[config.mk]
export PLATFORM = sky130hd
export DESIGN_NAME = light_change_start_detector_core
export DESIGN_NICKNAME = d
export VERILOG_FILES = /design/src/hw/rtl/lcsd_pkg.sv /design/src/hw/rtl/light_change_start_detector_core.sv /design/src/hw/rtl/lcsd_ring.sv /design/src/hw/rtl/lcsd_calc.sv
export SDC_FILE = /design/constraint.sdc
export NUM_CORES = 1
export LEC_CHECK = 0
export ABC_AREA = 1
export BUFFER_PORTS_ARGS = -buffer_cell sky130_fd_sc_hd__buf_2
export CAP_MARGIN = 15
export CORE_MARGIN = 5
export CORE_UTILIZATION = 55
export DETAILED_ROUTE_END_ITERATION = 12
export PLACE_DENSITY = 0.87
export SLEW_MARGIN = 20
export SYNTH_ARGS = -nofsm -noshare
export SYNTH_HDL_FRONTEND = slang
export SYNTH_SLANG_ARGS = --single-unit
[constraint.sdc]
create_clock -name clock -period 11.5 [get_ports clock]
set_input_delay 1.15 -clock clock [delete_from_list [all_inputs] [get_ports clock]]
set_output_delay 1.15 -clock clock [all_outputs]
set_load 0.03 [all_outputs]
[src/hw/rtl/lcsd_pkg.sv]
// Shared widths, reset values and the ring control type of the light change start detector.
package lcsd_pkg;

   localparam int unsigned SAMPLE_W       = 12;
   localparam int unsigned AVG_W          = 13;
   localparam int unsigned THRESH_W       = 12;
   localparam int unsigned WINDOW_DEFAULT = 10;
   localparam logic [THRESH_W-1:0] THRESH_RESET = THRESH_W'(100);
   localparam logic [AVG_W-1:0]    AVG_MAX      = {AVG_W{1'b1}};

   typedef struct packed {
      logic                fill;
      logic                write;
      logic [SAMPLE_W-1:0] data;
   } ring_ctrl_type;

endpackage

[src/hw/rtl/light_change_start_detector_core.sv]
// Light change start detector: input register, per-beat update and result register.
//
// One req beat carries a light sample in req_tdata and the enable switch level in
// req_tuser. Each beat yields exactly one rsp beat: running average in rsp_tdata,
// start pulse and armed flag in rsp_tuser. Switch off disarms and clears the average
// and ring position; the first enabled beat fills the ring and arms. A deviation from
// the updated average above the threshold raises start and disarms.
// Path: a taken beat passes the input register, then the single-pass update into the
// result register, which also updates the state.
// Throughput: one beat per cycle while rsp_tready keeps up; the state update is
// combinational via the ring read, both constant divisions, the add and the compare.
// Stall: a waiting rsp beat holds; one more beat is taken into the input register,
// then req_tready drops until rsp_tready frees the result register.
// Reset: disarmed, average and position zero, threshold 100, both registers empty.
// csr_wr_en writes the threshold at once; write only while the block is idle.
module light_change_start_detector_core #(
   parameter int unsigned WINDOW = lcsd_pkg::WINDOW_DEFAULT
) (
   input  logic                          clock,
   input  logic                          reset,
   input  logic                          req_tvalid,
   output logic                          req_tready,
   input  logic [15:0]                   req_tdata,   // [11:0] light_sample
   input  logic                          req_tuser,   // [0] switch_on
   output logic                          rsp_tvalid,
   input  logic                          rsp_tready,
   output logic [15:0]                   rsp_tdata,   // [12:0] running_average
   output logic [1:0]                    rsp_tuser,   // [0] start_detected, [1] armed
   input  logic                          csr_wr_en,
   input  logic [lcsd_pkg::THRESH_W-1:0] csr_wr_data
);

   localparam int unsigned POS_W = $clog2(WINDOW);

   logic                          in_valid_ff, in_valid_in;
   logic [lcsd_pkg::SAMPLE_W-1:0] in_sample_ff;
   logic                          in_switch_ff;
   logic                          out_valid_ff, out_valid_in;
   logic [lcsd_pkg::AVG_W-1:0]    out_avg_ff;
   logic                          out_start_ff;
   logic                          out_armed_ff;
   logic [lcsd_pkg::THRESH_W-1:0] thresh_ff;
   logic                          active_ff, active_in;
   logic [lcsd_pkg::AVG_W-1:0]    avg_ff, avg_in;
   logic [POS_W-1:0]              pos_ff, pos_in;
   logic [POS_W-1:0]              rd_addr;
   logic [lcsd_pkg::SAMPLE_W-1:0] oldest;
   lcsd_pkg::ring_ctrl_type       ring_ctrl;
   lcsd_pkg::ring_ctrl_type       ring_wr;
   logic                          start;
   logic                          advance;
   logic                          take;

   assign advance    = in_valid_ff && (!out_valid_ff || rsp_tready);
   assign req_tready = !in_valid_ff || advance;
   assign take       = req_tvalid && req_tready;

   assign in_valid_in  = take || (in_valid_ff && !advance);
   assign out_valid_in = advance || (out_valid_ff && !rsp_tready);

   always_ff @(posedge clock) begin
      if (reset) begin
         in_valid_ff  <= 1'b0;
         out_valid_ff <= 1'b0;
         thresh_ff    <= lcsd_pkg::THRESH_RESET;
         active_ff    <= 1'b0;
         avg_ff       <= '0;
         pos_ff       <= '0;
      end else begin
         in_valid_ff  <= in_valid_in;
         out_valid_ff <= out_valid_in;
         if (csr_wr_en) begin
            thresh_ff <= csr_wr_data;
         end
         if (advance) begin
            active_ff <= active_in;
            avg_ff    <= avg_in;
            pos_ff    <= pos_in;
         end
      end
   end

   always_ff @(posedge clock) begin
      if (take) begin
         in_sample_ff <= req_tdata[lcsd_pkg::SAMPLE_W-1:0];
         in_switch_ff <= req_tuser;
      end
      if (advance) begin
         out_avg_ff   <= avg_in;
         out_start_ff <= start;
         out_armed_ff <= active_in;
      end
   end

   lcsd_calc #(
      .WINDOW (WINDOW),
      .POS_W  (POS_W)
   ) u_calc (
      .switch_on (in_switch_ff),
      .sample    (in_sample_ff),
      .threshold (thresh_ff),
      .active    (active_ff),
      .avg       (avg_ff),
      .pos       (pos_ff),
      .oldest    (oldest),
      .rd_addr   (rd_addr),
      .ring_ctrl (ring_ctrl),
      .active_in (active_in),
      .avg_in    (avg_in),
      .pos_in    (pos_in),
      .start     (start)
   );

   always_comb begin
      ring_wr       = ring_ctrl;
      ring_wr.fill  = ring_ctrl.fill && advance;
      ring_wr.write = ring_ctrl.write && advance;
   end

   lcsd_ring #(
      .WINDOW (WINDOW),
      .POS_W  (POS_W)
   ) u_ring (
      .clock   (clock),
      .ctrl    (ring_wr),
      .addr    (rd_addr),
      .rd_data (oldest)
   );

   assign rsp_tvalid = out_valid_ff;
   assign rsp_tdata  = {(16 - lcsd_pkg::AVG_W)'(0), out_avg_ff};
   assign rsp_tuser  = {out_armed_ff, out_start_ff};

endmodule

[src/hw/rtl/lcsd_ring.sv]
// Sample ring: parallel fill on arming, single-entry write and read at the ring position.
module lcsd_ring #(
   parameter int unsigned WINDOW = lcsd_pkg::WINDOW_DEFAULT,
   parameter int unsigned POS_W  = $clog2(WINDOW)
) (
   input  logic                          clock,
   input  lcsd_pkg::ring_ctrl_type       ctrl,
   input  logic [POS_W-1:0]              addr,
   output logic [lcsd_pkg::SAMPLE_W-1:0] rd_data
);

   logic [lcsd_pkg::SAMPLE_W-1:0] ring_ff [WINDOW];

   always_ff @(posedge clock) begin
      for (int i = 0; i < WINDOW; i++) begin
         if (ctrl.fill || (ctrl.write && (addr == POS_W'(i)))) begin
            ring_ff[i] <= ctrl.data;
         end
      end
   end

   assign rd_data = ring_ff[addr];

endmodule

[src/hw/rtl/lcsd_calc.sv]
// Per-beat update: arming, running average, deviation compare and ring position step.
module lcsd_calc #(
   parameter int unsigned WINDOW = lcsd_pkg::WINDOW_DEFAULT,
   parameter int unsigned POS_W  = $clog2(WINDOW)
) (
   input  logic                          switch_on,
   input  logic [lcsd_pkg::SAMPLE_W-1:0] sample,
   input  logic [lcsd_pkg::THRESH_W-1:0] threshold,
   input  logic                          active,
   input  logic [lcsd_pkg::AVG_W-1:0]    avg,
   input  logic [POS_W-1:0]              pos,
   input  logic [lcsd_pkg::SAMPLE_W-1:0] oldest,
   output logic [POS_W-1:0]              rd_addr,
   output lcsd_pkg::ring_ctrl_type       ring_ctrl,
   output logic                          active_in,
   output logic [lcsd_pkg::AVG_W-1:0]    avg_in,
   output logic [POS_W-1:0]              pos_in,
   output logic                          start
);

   localparam int unsigned SUM_W = lcsd_pkg::AVG_W + 2;
   localparam int unsigned DIF_W = lcsd_pkg::AVG_W + 1;
   // floor(x / WINDOW) as (x * DIV_M) >> DIV_SH, exact for every 12-bit sample
   localparam int unsigned DIV_SH = lcsd_pkg::SAMPLE_W + $clog2(WINDOW);
   localparam int unsigned DIV_M  = ((1 << DIV_SH) + WINDOW - 1) / WINDOW;
   localparam int unsigned MUL_W  = 2 * lcsd_pkg::SAMPLE_W + 2;

   logic [MUL_W-1:0]              old_prod;
   logic [MUL_W-1:0]              new_prod;
   logic [lcsd_pkg::SAMPLE_W-1:0] old_div;
   logic [lcsd_pkg::SAMPLE_W-1:0] new_div;
   logic signed [SUM_W-1:0]       sum;
   logic [lcsd_pkg::AVG_W-1:0]    avg_upd;
   logic signed [DIF_W-1:0]       diff;
   logic [lcsd_pkg::AVG_W-1:0]    dev;
   logic                          over;

   assign rd_addr = (pos >= POS_W'(WINDOW - 1) && pos != POS_W'(WINDOW - 1)) ? '0 : pos;
   assign old_prod = MUL_W'(oldest) * MUL_W'(DIV_M);
   assign new_prod = MUL_W'(sample) * MUL_W'(DIV_M);
   assign old_div  = lcsd_pkg::SAMPLE_W'(old_prod >> DIV_SH);
   assign new_div  = lcsd_pkg::SAMPLE_W'(new_prod >> DIV_SH);
   assign sum = $signed({2'b00, avg}) - $signed(SUM_W'(old_div)) + $signed(SUM_W'(new_div));

   always_comb begin
      if (sum < 0) begin
         avg_upd = '0;
      end else if (sum > $signed({2'b00, lcsd_pkg::AVG_MAX})) begin
         avg_upd = lcsd_pkg::AVG_MAX;
      end else begin
         avg_upd = sum[lcsd_pkg::AVG_W-1:0];
      end
   end

   assign diff = $signed(DIF_W'(sample)) - $signed({1'b0, avg_upd});
   assign dev  = diff[DIF_W-1] ? lcsd_pkg::AVG_W'(-diff) : diff[lcsd_pkg::AVG_W-1:0];
   assign over = dev > lcsd_pkg::AVG_W'(threshold);

   always_comb begin
      ring_ctrl.fill  = 1'b0;
      ring_ctrl.write = 1'b0;
      ring_ctrl.data  = sample;
      active_in       = active;
      avg_in          = avg;
      pos_in          = pos;
      start           = 1'b0;
      if (!switch_on) begin
         active_in = 1'b0;
         avg_in    = '0;
         pos_in    = '0;
      end else if (!active) begin
         ring_ctrl.fill = 1'b1;
         active_in      = 1'b1;
         avg_in         = lcsd_pkg::AVG_W'(sample);
      end else begin
         ring_ctrl.write = 1'b1;
         avg_in          = avg_upd;
         pos_in          = (rd_addr == POS_W'(WINDOW - 1)) ? '0 : rd_addr + POS_W'(1);
         start           = over;
         active_in       = !over;
      end
   end

endmodule
# After elaboration in Yosys (flattened, before gate mapping)
# Memories as Yosys holds them, arrays and structs flattened.
# Cells that the tools add are included.
# classes
n_addsub	5
eq_ne	11
n_mux	34
n_reduce_logical	39
mul	2
order_cmp	4
# ops
op	count
13-bit two-way mux	5
12-bit by 12-bit multiplier with 24-bit output, second input constant	2
1-bit two-way mux	24
1-bit logical AND	17
4-bit by 3-bit == test with 1-bit output, second input constant	4
4-bit two-way mux	4
14-bit by 10-bit adder with 15-bit output	1
15-bit by 14-bit greater-than comparator with 1-bit output, second input constant	1
15-bit by 1-bit < comparator with 1-bit output, second input constant	1
1-bit logical OR	14
12-bit by 13-bit subtractor with 14-bit output	1
13-bit by 9-bit subtractor with 14-bit output	1
13-bit by 12-bit greater-than comparator with 1-bit output	1
13-bit negation	1
4-bit by 2-bit == test with 1-bit output, second input constant	2
4-bit == test, second input constant	2
1-bit zero test	5
4-bit by 1-bit adder with 4-bit output, second input constant	1
4-bit by 1-bit == test with 1-bit output, second input constant	1
4-bit >= comparator, second input constant	1
4-bit zero test	1
4-bit inequality test, second input constant	1
2-bit AND reduction	2
2-bit two-way mux	1
2-bit by 1-bit inequality test with 1-bit output, second input constant	1
# word_totals
elab_cells	107
ramBits	120
memories	1
input_bits	34
ff_bits	60
# mem_list
memory	depth	word_bits	rd	rd_ports_with_merged_regs	wr	line_no	rtl
u_ring.ring_ff	10	12	1	0	10	lcsd_ring.sv:12	logic [lcsd_pkg::SAMPLE_W-1:0] ring_ff [WINDOW];

# Longest topological paths before layout
# Gate-level depths: netlist of run 1.
# An unclocked memory read counts as a cell.
# depth
depth_word	17
ltp_mapped	73
depth_no_buf	73

# Cells and area by module
# A second synthesis of run 1 with hierarchy kept.
# hier_totals
hier_cells	1688
area_unflattened_um2	15140.8
# by_module_without_submodules
mod	n_inst	area_per_inst_um2	cells_per_inst
lcsd_calc	1	7831.3	1013
lcsd_ring	1	4992.3	453
light_change_start_detector_core	1	2317.2	222

# Worst setup path before layout of run 1
# No wires, ideal clock.
# synth_timing
path_kind	flip-flop to flip-flop
start	register pos_ff[1]
end	register out_armed_ff (data pin)
slack_ns	0.710
t_arrival_ns	10.532
path_stages_with_launch	68
period_less_slack_ns	10.790
n_path_buf	2
cell_sequence	dfxtp_1 inv_1 a21oi_1 nor2_1 nand2_1 inv_1 buf_2 buf_1 a22oi_1 nand3_1 nand2_1 o211ai_1 ha_1 fa_1 fa_1 fa_1 inv_1 fa_1 [... 32 more ...] fa_1 nand3_1 nand3_1 xor2_1 nor3b_1 nand3_1 nor2_1 nand2_1 o31ai_2 xor2_1 inv_1 ha_1 nand3_1 a31o_2 nand3b_1 o41ai_1 nand4_2 nand2_1
# synth_between
elab_chain_cells	17
elab_cells_between_ends	19
# synth_rtl
item	line_no	rtl
start, declared	light_change_start_detector_core.sv:45	logic [POS_W-1:0] pos_ff, pos_in;
start signal, assigned	light_change_start_detector_core.sv:78	pos_ff <= pos_in;
4-bit >= comparator or 4-bit inequality test (tied branches)	lcsd_calc.sv:38	assign rd_addr = (pos >= POS_W'(WINDOW - 1) && pos != POS_W'(WINDOW - 1)) ? '0 : pos;
1-bit logical AND	lcsd_calc.sv:38	
4-bit two-way mux *	lcsd_calc.sv:38	
memory 10 x 12 bit *	--	
12-bit by 12-bit multiplier with 24-bit output *	lcsd_calc.sv:39	assign old_prod = MUL_W'(oldest) * MUL_W'(DIV_M);
13-bit by 9-bit subtractor with 14-bit output *	lcsd_calc.sv:43	assign sum = $signed({2'b00, avg}) - $signed(SUM_W'(old_div)) + $signed(SUM_W'(new_div));
14-bit by 10-bit adder with 15-bit output *	lcsd_calc.sv:43	
15-bit by 14-bit greater-than comparator with 1-bit output	lcsd_calc.sv:48	end else if (sum > $signed({2'b00, lcsd_pkg::AVG_MAX})) begin
[... 2 more ...]	--	
12-bit by 13-bit subtractor with 14-bit output *	lcsd_calc.sv:55	assign diff = $signed(DIF_W'(sample)) - $signed({1'b0, avg_upd});
13-bit negation	lcsd_calc.sv:56	assign dev = diff[DIF_W-1] ? lcsd_pkg::AVG_W'(-diff) : diff[lcsd_pkg::AVG_W-1:0];
13-bit two-way mux *	lcsd_calc.sv:56	
13-bit by 12-bit greater-than comparator with 1-bit output *	lcsd_calc.sv:57	assign over = dev > lcsd_pkg::AVG_W'(threshold);
1-bit zero test *	lcsd_calc.sv:80	active_in = !over;
1-bit two-way mux *	lcsd_calc.sv:71	end else if (!active) begin
1-bit two-way mux *	lcsd_calc.sv:67	if (!switch_on) begin
net active_in	light_change_start_detector_core.sv:43	logic active_ff, active_in;
end signal, assigned	light_change_start_detector_core.sv:91	out_armed_ff <= active_in;
end, declared	light_change_start_detector_core.sv:41	logic out_armed_ff;
# The timed path passes the listed nets; every way through them passes the cells marked *.
# A chain may end at the register's enable or synchronous reset.

# Worst setup path after layout of run 1
# layout_timing
start	register pos_ff[3]
end	register out_armed_ff (data pin)
# The elaborated chain is that of the path after synthesis.

==> results of run 1 <==
==> layout make-up <==
class / instances / area, um2
clock buffers: 17 / 425
clock inverters: 15 / 209
fillers: 1628 / 8100
inverters: 258 / 973
multi-input cells: 999 / 8960
flip-flops and latches: 180 / 5090
well taps: 330 / 413
repair buffers: 160 / 1150
==> cell usage in the layout, fill, tap and decap left out, types with 24 or more instances in the layout <==
cell type / count
ha_1: 192
nor2_1: 64
buf_2: 47
a21oi_1: 63
nand2_2: 29
xor2_1: 40
buf_4: 102
dfxtp_1: 29
nand2_1: 201
inv_1: 244
o21ai_0: 41
nand3_1: 30
o21ai_1: 24
fa_1: 75
edfxtp_1: 148
==> stage by stage <==
stage / area [um2] / TNS [ns] / hold WS, ns
floorplan: 14200 / 0 / 0.439
global placement: 15400 / -0.0671 / 0.455
detailed placement: 15400 / -1.35 / 0.459
CTS: 16100 / 0 / 0.471
global route: 17200 / -1.41 / 0.501
finish: 17200 / -0.0138 / 0.481
==> per-layer routing <==
| metal | GRT usage, % | vias to the layer above | part of all wire [%] |
|---|---|---|---|
| met5 | 0 | - | 0 |
| met4 | 10.6 | 0 | 5.9 |
| met3 | 3.54 | 218 | 8.3 |
| met2 | 42.8 | 739 | 50 |
| met1 | 29.7 | 5658 | 36 |
| li1 | - | 5233 | - |
==> critical path, delay by kind of cell (launching register included) <==
| family | cells | cell delay (ns) |
|---|---|---|
| and+or+nand+nor | 26 | 3.12 |
| DFF | 1 | 0.39 |
| AOI/OAI and AO/OA | 14 | 2.03 |
| buffers and inverters | 13 | 1.24 |
| xor gates and xnor gates | 3 | 0.67 |
| adders and majority gates | 11 | 3.88 |
==> registers in the layout, indices dropped and copies added, names as in the netlist <==
| name | count |
|---|---|
| u_ring.ring_ff | 120 |
| avg_ff | 13 |
| out_avg_ff | 13 |
| in_sample_ff | 12 |
| thresh_ff | 12 |
| pos_ff | 4 |
| active_ff | 1 |
| in_switch_ff | 1 |
| in_valid_ff | 1 |
| out_armed_ff | 1 |
| out_start_ff | 1 |
| rsp_tvalid | 1 |
==> cells by family (layout without fill, tap and decap cells) <==
family	count (synthesis)	count (layout)
DFF	180	180
AOI/OAI and AO/OA	239	239
adders and majority gates	292	292
xor gates and xnor gates	63	63
other	1	3
and+or+nand+nor	402	402
buffers and inverters	283	450
==> how the worst max path moves through the flow <==
stage / start / end / slack, ns / cells past startpoint
6_report: pos_ff[3] / out_armed_ff / -0.01 / 67
5_1_grt: pos_ff[3] / out_armed_ff / -0.49 / 65
4_1_cts: pos_ff[3] / out_armed_ff / 0.005 / 68
3_5_place_dp: pos_ff[1] / out_start_ff / -0.47 / 66
3_3_place_gp: pos_ff[2] / out_start_ff / -0.05 / 61
2_1_floorplan: pos_ff[1] / out_armed_ff / 0.71 / 67
==> timing repair <==
| item | in CTS | in global routing |
|---|---|---|
| setup buffers | 0 | 30 |
| endpoints found under the setup margin | 3 | 3 |
| pin swaps | 1 | 79 |
| hold buffers | 0 | 0 |
| gates cloned | 0 | 2 |
| resized for setup | 21 | 163 |
==> impl_metrics.tcl, run 1 <==
set metrics [dict create \
    tightest_slew_ns 0.932 \
    fmax_mhz 86.9 \
    synth_area_um2 14200 \
    cp_slowest_stage_delay_ns 0.54 \
    root_buffer "clkbuf_16" \
    antenna_found_initial 0 \
    setup_viol 1 \
    synth-xor-area-share_pct 3.99 \
    cts.sinks 180 \
    n_antenna_cell 0 \
    ys_seq_elements 180 \
    seq_area_frac_synth_pct 35.8 \
    hold_class "reg -> reg" \
    min_period_ns 11.51 \
    clkLatencyLatePin_ns 0.46 \
    dp_hpwl_mm 25.3 \
    cts.clk_slew.worst_paths_ns 0.08 \
    synthAdderAreaFrac_pct 29.7 \
    grt_pass1_vias 11330 \
    first_pass_iters 7 \
    synth_simple_gate_area_share_pct 12.6 \
    synth_area_leaders "edfxtp_1 31%, ha_1 19%, fa_1 11%, inv_1 6.7%, nand2_1 5.9%" \
    globalRouteTotalUtil_pct 24.3 \
    synth-edff-count 148 \
    netlist-cell-type-count 56 \
    avgSynthCellArea_um2 9.74 \
    syn_to_final_growth_pct 21.1 \
    overflow 0 \
    synth.most_common_cell "inv_1" \
    crit_type "reg -> reg" \
    htreeDepth 4 \
    dieArea_um2 29200 \
    required_ns 11.81 \
    maxSlewHeadroom_pct 37.9 \
    grt_pass1_wl_mm 56.0 \
    dpl.cell_count 1895 \
    core_um2 25300 \
    hold_violations 0 \
    cts_tree "yes" \
    cpMostUsedCell "nand2_1" \
    synth_compound_area_share_pct 10.2 \
    r2r_cells 67 \
    yosysWarnings 0 \
    cap_violations 0 \
    die_y_um 171 \
    dp_worst_setup_slack_ns -0.473 \
    muxShareOfSynthArea_pct 0 \
    hp-start "thresh_ff[1]" \
    violations "setup timing" \
    numCtsBuffers 17 \
    hold-path-endpoint "thresh_ff[1]" \
    clock_skew_ns 0.0280 \
    layout-drive-gt1-share_pct 23.6 \
    row_count 58 \
    gp_congestion 0.952 \
    syn_inst 1460 \
    crit_slowest_cell "fa_1" \
    drv_slew 0 \
    fin_crit_sh_pct 100 \
    ant_nets 0 \
    die_x_um 171 \
    worst_setup_path_start_kind "flop" \
    clk_path_buf_depth 2 \
    io_pins 54 \
    layout.nets 1942 \
    endpoint_kind "flop" \
    start_util_pct 56.2 \
    post-route-util_pct 68.0 \
    vias 11848 \
    fin_ws_ns -0.0138 \
    cp_max_fo 10 \
    r2r-end "out_armed_ff" \
    drcViolationCount 0 \
    rr_startpoint "pos_ff[3]" \
    instances_no_fill 1959 \
    via_per_inst 6.05 \
    drt_iter0_drc 1160 \
    status "finished, violations left" \
    ys_async_sr_fraction_pct 0 \
    regToRegSetupSlack_ns -0.01 \
    whs_path_depth 2 \
    wl_mm 41.1 \
    synth.top_cells.by_count "253 x inv_1, 223 x nand2_1, 216 x ha_1" \
    grt_max_degree 25 \
    synth_top_area_share_pct 31.3 \
    cp.arrival_ns 11.82 \
    synth_top_cell_by_area "edfxtp_1" \
    wl_per_cell_um 21.0 \
    io_buffer_count 46 \
    synth_top_family_by_area "adder cells" \
    synth_flop_cell "edfxtp_1" \
]
Power of run 1 is left out: the tool's default activity adds up to more than one toggle a clock period on the data nets, which glitch-free logic cannot reach.
==> run 2, diff against run 1 <==
==> constraint.sdc (replaced) <==
create_clock -name clock -period 11.5 [get_ports clock]
set_input_delay 0.575 -clock clock [delete_from_list [all_inputs] [get_ports clock]]
set_output_delay 0.575 -clock clock [all_outputs]
set_load 0.1 [all_outputs]
==> run 2 against run 1 <==
  * The run still ends with setup timing left
  * First-iteration DRC count up 0.34%
  * Worst hold slack worse by 0.19 ns
  * Flip-flop and latch count unchanged
  * Critical path type unchanged
  * Die area unchanged
  * Register-to-register slack worse by 0.099 ns
  * Cell count up 1.6%
  * Critical path depth down 2
  * Clock skew down 0.0071 ns
  * Core utilization up 2.0 points
  * Setup slack worse by 0.099 ns
  * Fmax down 0.86%
==> impl_metrics.tcl, run 2 (synthesized netlist as in run 1, its figures left out) <==
set metrics [dict create \
    root_buffer "clkbuf_16" \
    grt_max_degree 25 \
    cap_violations 0 \
    htreeDepth 4 \
    io_buffer_count 46 \
    start_util_pct 56.2 \
    vias 12099 \
    dieArea_um2 29200 \
    fin_ws_ns -0.113 \
    crit_type "reg -> reg" \
    cts.sinks 180 \
    drv_slew 0 \
    hold_class "in -> reg" \
    worst_setup_path_start_kind "flop" \
    grt_pass1_vias 11509 \
    cts.clk_slew.worst_paths_ns 0.08 \
    final_common_cell "inv_1" \
    cts_tree "yes" \
    n_antenna_cell 0 \
    maxSlewHeadroom_pct 33.0 \
    dpl.cell_count 1897 \
    cp_slowest_stage_delay_ns 0.51 \
    gp_congestion 0.955 \
    r2r_cells 65 \
    via_per_inst 6.08 \
    syn_to_final_growth_pct 24.6 \
    antenna_found_initial 1 \
    numCtsBuffers 17 \
    min_period_ns 11.61 \
    crit_slowest_cell "fa_1" \
    final_cell_mix "234 x inv_1, 191 x nand2_1, 188 x ha_1, 148 x edfxtp_1, 132 x buf_4" \
    wl_per_cell_um 21.9 \
    whs_path_depth 1 \
    layout-drive-gt1-share_pct 27.4 \
    drt_iter0_drc 1164 \
    clock_skew_ns 0.0208 \
    clk_path_buf_depth 2 \
    layout.nets 1973 \
    biggestRegsByFlops "u_ring.ring_ff: 120 flops, avg_ff: 13 flops, out_avg_ff: 13 flops" \
    cp_max_fo 7 \
    io_pins 54 \
    required_ns 11.69 \
    endpoint_kind "flop" \
    tns_ns -0.148 \
    violations "setup timing" \
    die_x_um 171 \
    clkLatencyLatePin_ns 0.46 \
    tightest_slew_ns 1.01 \
    ant_nets 0 \
    instances_no_fill 1990 \
    fin_crit_sh_pct 101 \
    fmax_mhz 86.1 \
    overflow 0 \
    setup_viol 2 \
    row_count 58 \
    largest_register_ff_count 120 \
    hold_violations 0 \
    dp_hpwl_mm 26.2 \
    wl_mm 43.6 \
    largest-register "u_ring.ring_ff" \
    die_y_um 171 \
    cp.arrival_ns 11.81 \
    first_pass_iters 6 \
    core_um2 25300 \
    cpMostUsedCell "buf_4" \
    globalRouteTotalUtil_pct 25.2 \
    grt_pass1_wl_mm 57.7 \
    status "finished, violations left" \
    drcViolationCount 0 \
]
==> run 2: cell count changes in the layout (fill, tap and decap cells not counted), moves of 6 or more <==
cell / delta
buf_4: +30
inv_1: -10
nand2_1: -10
inv_2: +9
ha_4: +6
nand2_4: +6
==> run 2: worst max-delay path: cells and delay by family (launching register included) <==
| kind | cells | cell delay (ns) |
|---|---|---|
| AND/OR/NAND/NOR | 28 | 2.98 |
| buffers and inverters | 12 | 1.63 |
| adder cells (fa/ha/maj) | 9 | 3.50 |
| XOR/XNOR | 5 | 1.03 |
| flip-flops | 1 | 0.37 |
| AO/OA/AOI/OAI | 11 | 1.82 |
==> run 2: area by class of cell <==
type | count | area (um2)
inverter | 258 | 980
fill | 1553 | 7600
timing repair buffer | 191 | 1430
multi-input combinational | 999 | 9180
sequential | 180 | 5090
tap | 330 | 413
clock inverter | 15 | 211
clock buffer | 17 | 425
==> run 2: final timing paths <==
path,from,to,slack [ns]
max,pos_ff[3],out_armed_ff,-0.11
min,req_tdata[4],in_sample_ff[4],0.30
max reg2reg,pos_ff[3],out_armed_ff,-0.11
min reg2reg,thresh_ff[4],thresh_ff[4],0.47
==> run 2: per-stage QoR <==
step                      util, %  area [um2]  setup WS (ns)  hold slack (ns)
final                        70.0       17700         -0.113            0.296
after global routing         70.0       17700         -0.511            0.294
after CTS                    64.0       16200        0.00338            0.301
after detailed placement     60.9       15400         -0.573            0.458
after global placement       60.8       15400        -0.0487            0.455
after floorplan                 -       14200          0.710            0.439
==> run 2: layer usage <==
metal / wire, um / up-vias / track usage, % / part of all wire [%]
li1: - / 5295 / - / -
met1: 14700 / 5709 / 30.0 / 34
met2: 21900 / 839 / 44.9 / 50
met3: 4070 / 254 / 4.07 / 9.3
met4: 2960 / 2 / 11.4 / 6.8
met5: 20 / - / 0 / 0.046
==> run 2: repair_timing <==
action,CTS,global route
endpoints found under the setup margin,3,3
gates resized for setup,26,214
buffers inserted,7,51
pin swaps,5,112
endpoints found under the hold margin,0,0
hold buffers,0,0
cloned,1,2
Power of run 2 is left out for the same reason.
==> run 3, diff against run 2 <==
--- a/config.mk
+++ b/config.mk
@@ -10,6 +10,7 @@
 export CAP_MARGIN = 15
 export CORE_MARGIN = 5
 export CORE_UTILIZATION = 55
+export CTS_BUF_LIST = sky130_fd_sc_hd__clkbuf_8
 export DETAILED_ROUTE_END_ITERATION = 12
 export PLACE_DENSITY = 0.87
 export SLEW_MARGIN = 20
==> run 3 against run 2 <==
  * The flow now finishes without violations
  * Die area stayed put
  * Via count is 0.74% lower
  * Global-route usage increased by 0.24 points
  * Worst hold slack worse by 0.040 ns
  * First-iteration DRC count is 9.3% higher
  * Critical path depth stayed put
  * Design area decreased by 1.3%
  * Clock-buffer cell count stayed put
  * Clock skew increased by 0.00061 ns
  * Sequential share of layout area is 0.39 points higher
  * Register-to-register slack improved by 0.21 ns
  * Fmax grew 1.8%
  * Critical path type unchanged
  * Largest cell class unchanged
==> impl_metrics.tcl, run 3 (synthesized netlist as in run 1, its figures left out) <==
set metrics [dict create \
    io_pins 54 \
    tightest_slew_ns 0.963 \
    row_count 58 \
    cp_max_fo 5 \
    crit_type "reg -> reg" \
    grt_pass1_vias 11527 \
    first_pass_iters 6 \
    ant_nets 0 \
    clkLatencyLatePin_ns 0.50 \
    worst_setup_path_start_kind "flop" \
    fin_crit_sh_pct 99.2 \
    dieArea_um2 29200 \
    clk_path_buf_depth 2 \
    min_period_ns 11.41 \
    vias 12010 \
    syn_to_final_growth_pct 23.0 \
    numCtsBuffers 17 \
    wl_per_cell_um 21.1 \
    required_ns 11.74 \
    largest_register_ff_count 120 \
    cts.clk_slew.worst_paths_ns 0.11 \
    grt_max_degree 25 \
    die_y_um 171 \
    cp_slowest_stage_delay_ns 0.57 \
    fmax_mhz 87.7 \
    drv_slew 0 \
    endpoint_kind "flop" \
    layout-drive-gt1-share_pct 27.5 \
    root_buffer "clkbuf_8" \
    setup_viol 0 \
    layout.nets 1975 \
    start_util_pct 56.2 \
    cts_tree "yes" \
    globalRouteTotalUtil_pct 25.4 \
    core_um2 25300 \
    largest-register "u_ring.ring_ff" \
    crit_slowest_cell "fa_1" \
    io_buffer_count 46 \
    hold_class "in -> reg" \
    cpMostUsedCell "nor2_4" \
    clock_skew_ns 0.0214 \
    die_x_um 171 \
    htreeDepth 4 \
    via_per_inst 6.03 \
    final_cell_mix "233 x inv_1, 193 x nand2_1, 191 x ha_1, 148 x edfxtp_1, 131 x buf_4" \
    grt_pass1_wl_mm 58.1 \
    cap_violations 0 \
    antenna_found_initial 1 \
    drt_iter0_drc 1272 \
    hold_buffers 0 \
    hold-worst-slack_ns 0.256 \
    hold_violations 0 \
    maxSlewHeadroom_pct 35.8 \
    gp_congestion 0.955 \
    wl_mm 42.0 \
    final_common_cell "inv_1" \
    cts.sinks 180 \
    post-route-util_pct 69.0 \
    biggestRegsByFlops "u_ring.ring_ff: 120 flops, avg_ff: 13 flops, out_avg_ff: 13 flops" \
    dp_hpwl_mm 26.2 \
    overflow 0 \
    cp.arrival_ns 11.64 \
    status "finished clean" \
    drcViolationCount 0 \
]
-- run 3: path summary, 6_finish.rpt --
kind | slack (ns) | cells past startpoint | startpoint | to
max | 0.09 | 65 | pos_ff[0] | out_armed_ff
min | 0.26 | 1 | req_tdata[4] | in_sample_ff[4]
max reg2reg | 0.09 | 65 | pos_ff[0] | out_armed_ff
min reg2reg | 0.48 | 2 | thresh_ff[4] | thresh_ff[4]
-- run 3: through the flow --
step	cell area [um2]	TNS, ns	cells	worst slack, ns
finish	17500	0	1993	0.0947
CTS	16000	0	1934	0.0150
floorplan	14200	0	1462	0.710
global placement	15400	-0.0635	1897	-0.0487
detailed placement	15400	-1.65	1897	-0.573
global route	17500	-0.862	1993	-0.312
-- run 3: critical path: cells and delay by family, from the launching register on --
family	cells	cell delay [ns]
simple gates	29	3.36
xor+xnor	5	0.88
fa+ha+maj	10	3.54
buf+inv	11	1.16
flops	1	0.41
compound gates	10	1.76
-- run 3: cell type report --
cell class | instances | area (um2)
diodes | 1 | 2.50
fillers | 1577 | 7840
multi-input cells | 1000 | 9140
repair buffers | 192 | 1410
flip-flops and latches | 180 | 5090
clock buffers | 17 | 234
well taps | 330 | 413
inverters | 258 | 981
clock inverters | 15 | 211
-- run 3: timing repair --
item	in CTS	in global routing
cloned	1	2
setup buffers	4	56
setup endpoints to repair	3	3
gates resized for setup	32	210
pin swaps	4	123
-- run 3: per-layer routing --
metal / vias to the layer above / routed length, um / track usage, % / share of wire [%]
met5: - / 0 / 0 / 0
met4: 0 / 2730 / 12.4 / 6.5
met3: 224 / 3650 / 4.14 / 8.7
met2: 784 / 21100 / 45.0 / 50
met1: 5688 / 14500 / 30.1 / 34
li1: 5314 / - / - / -
Power of run 3 is left out for the same reason.
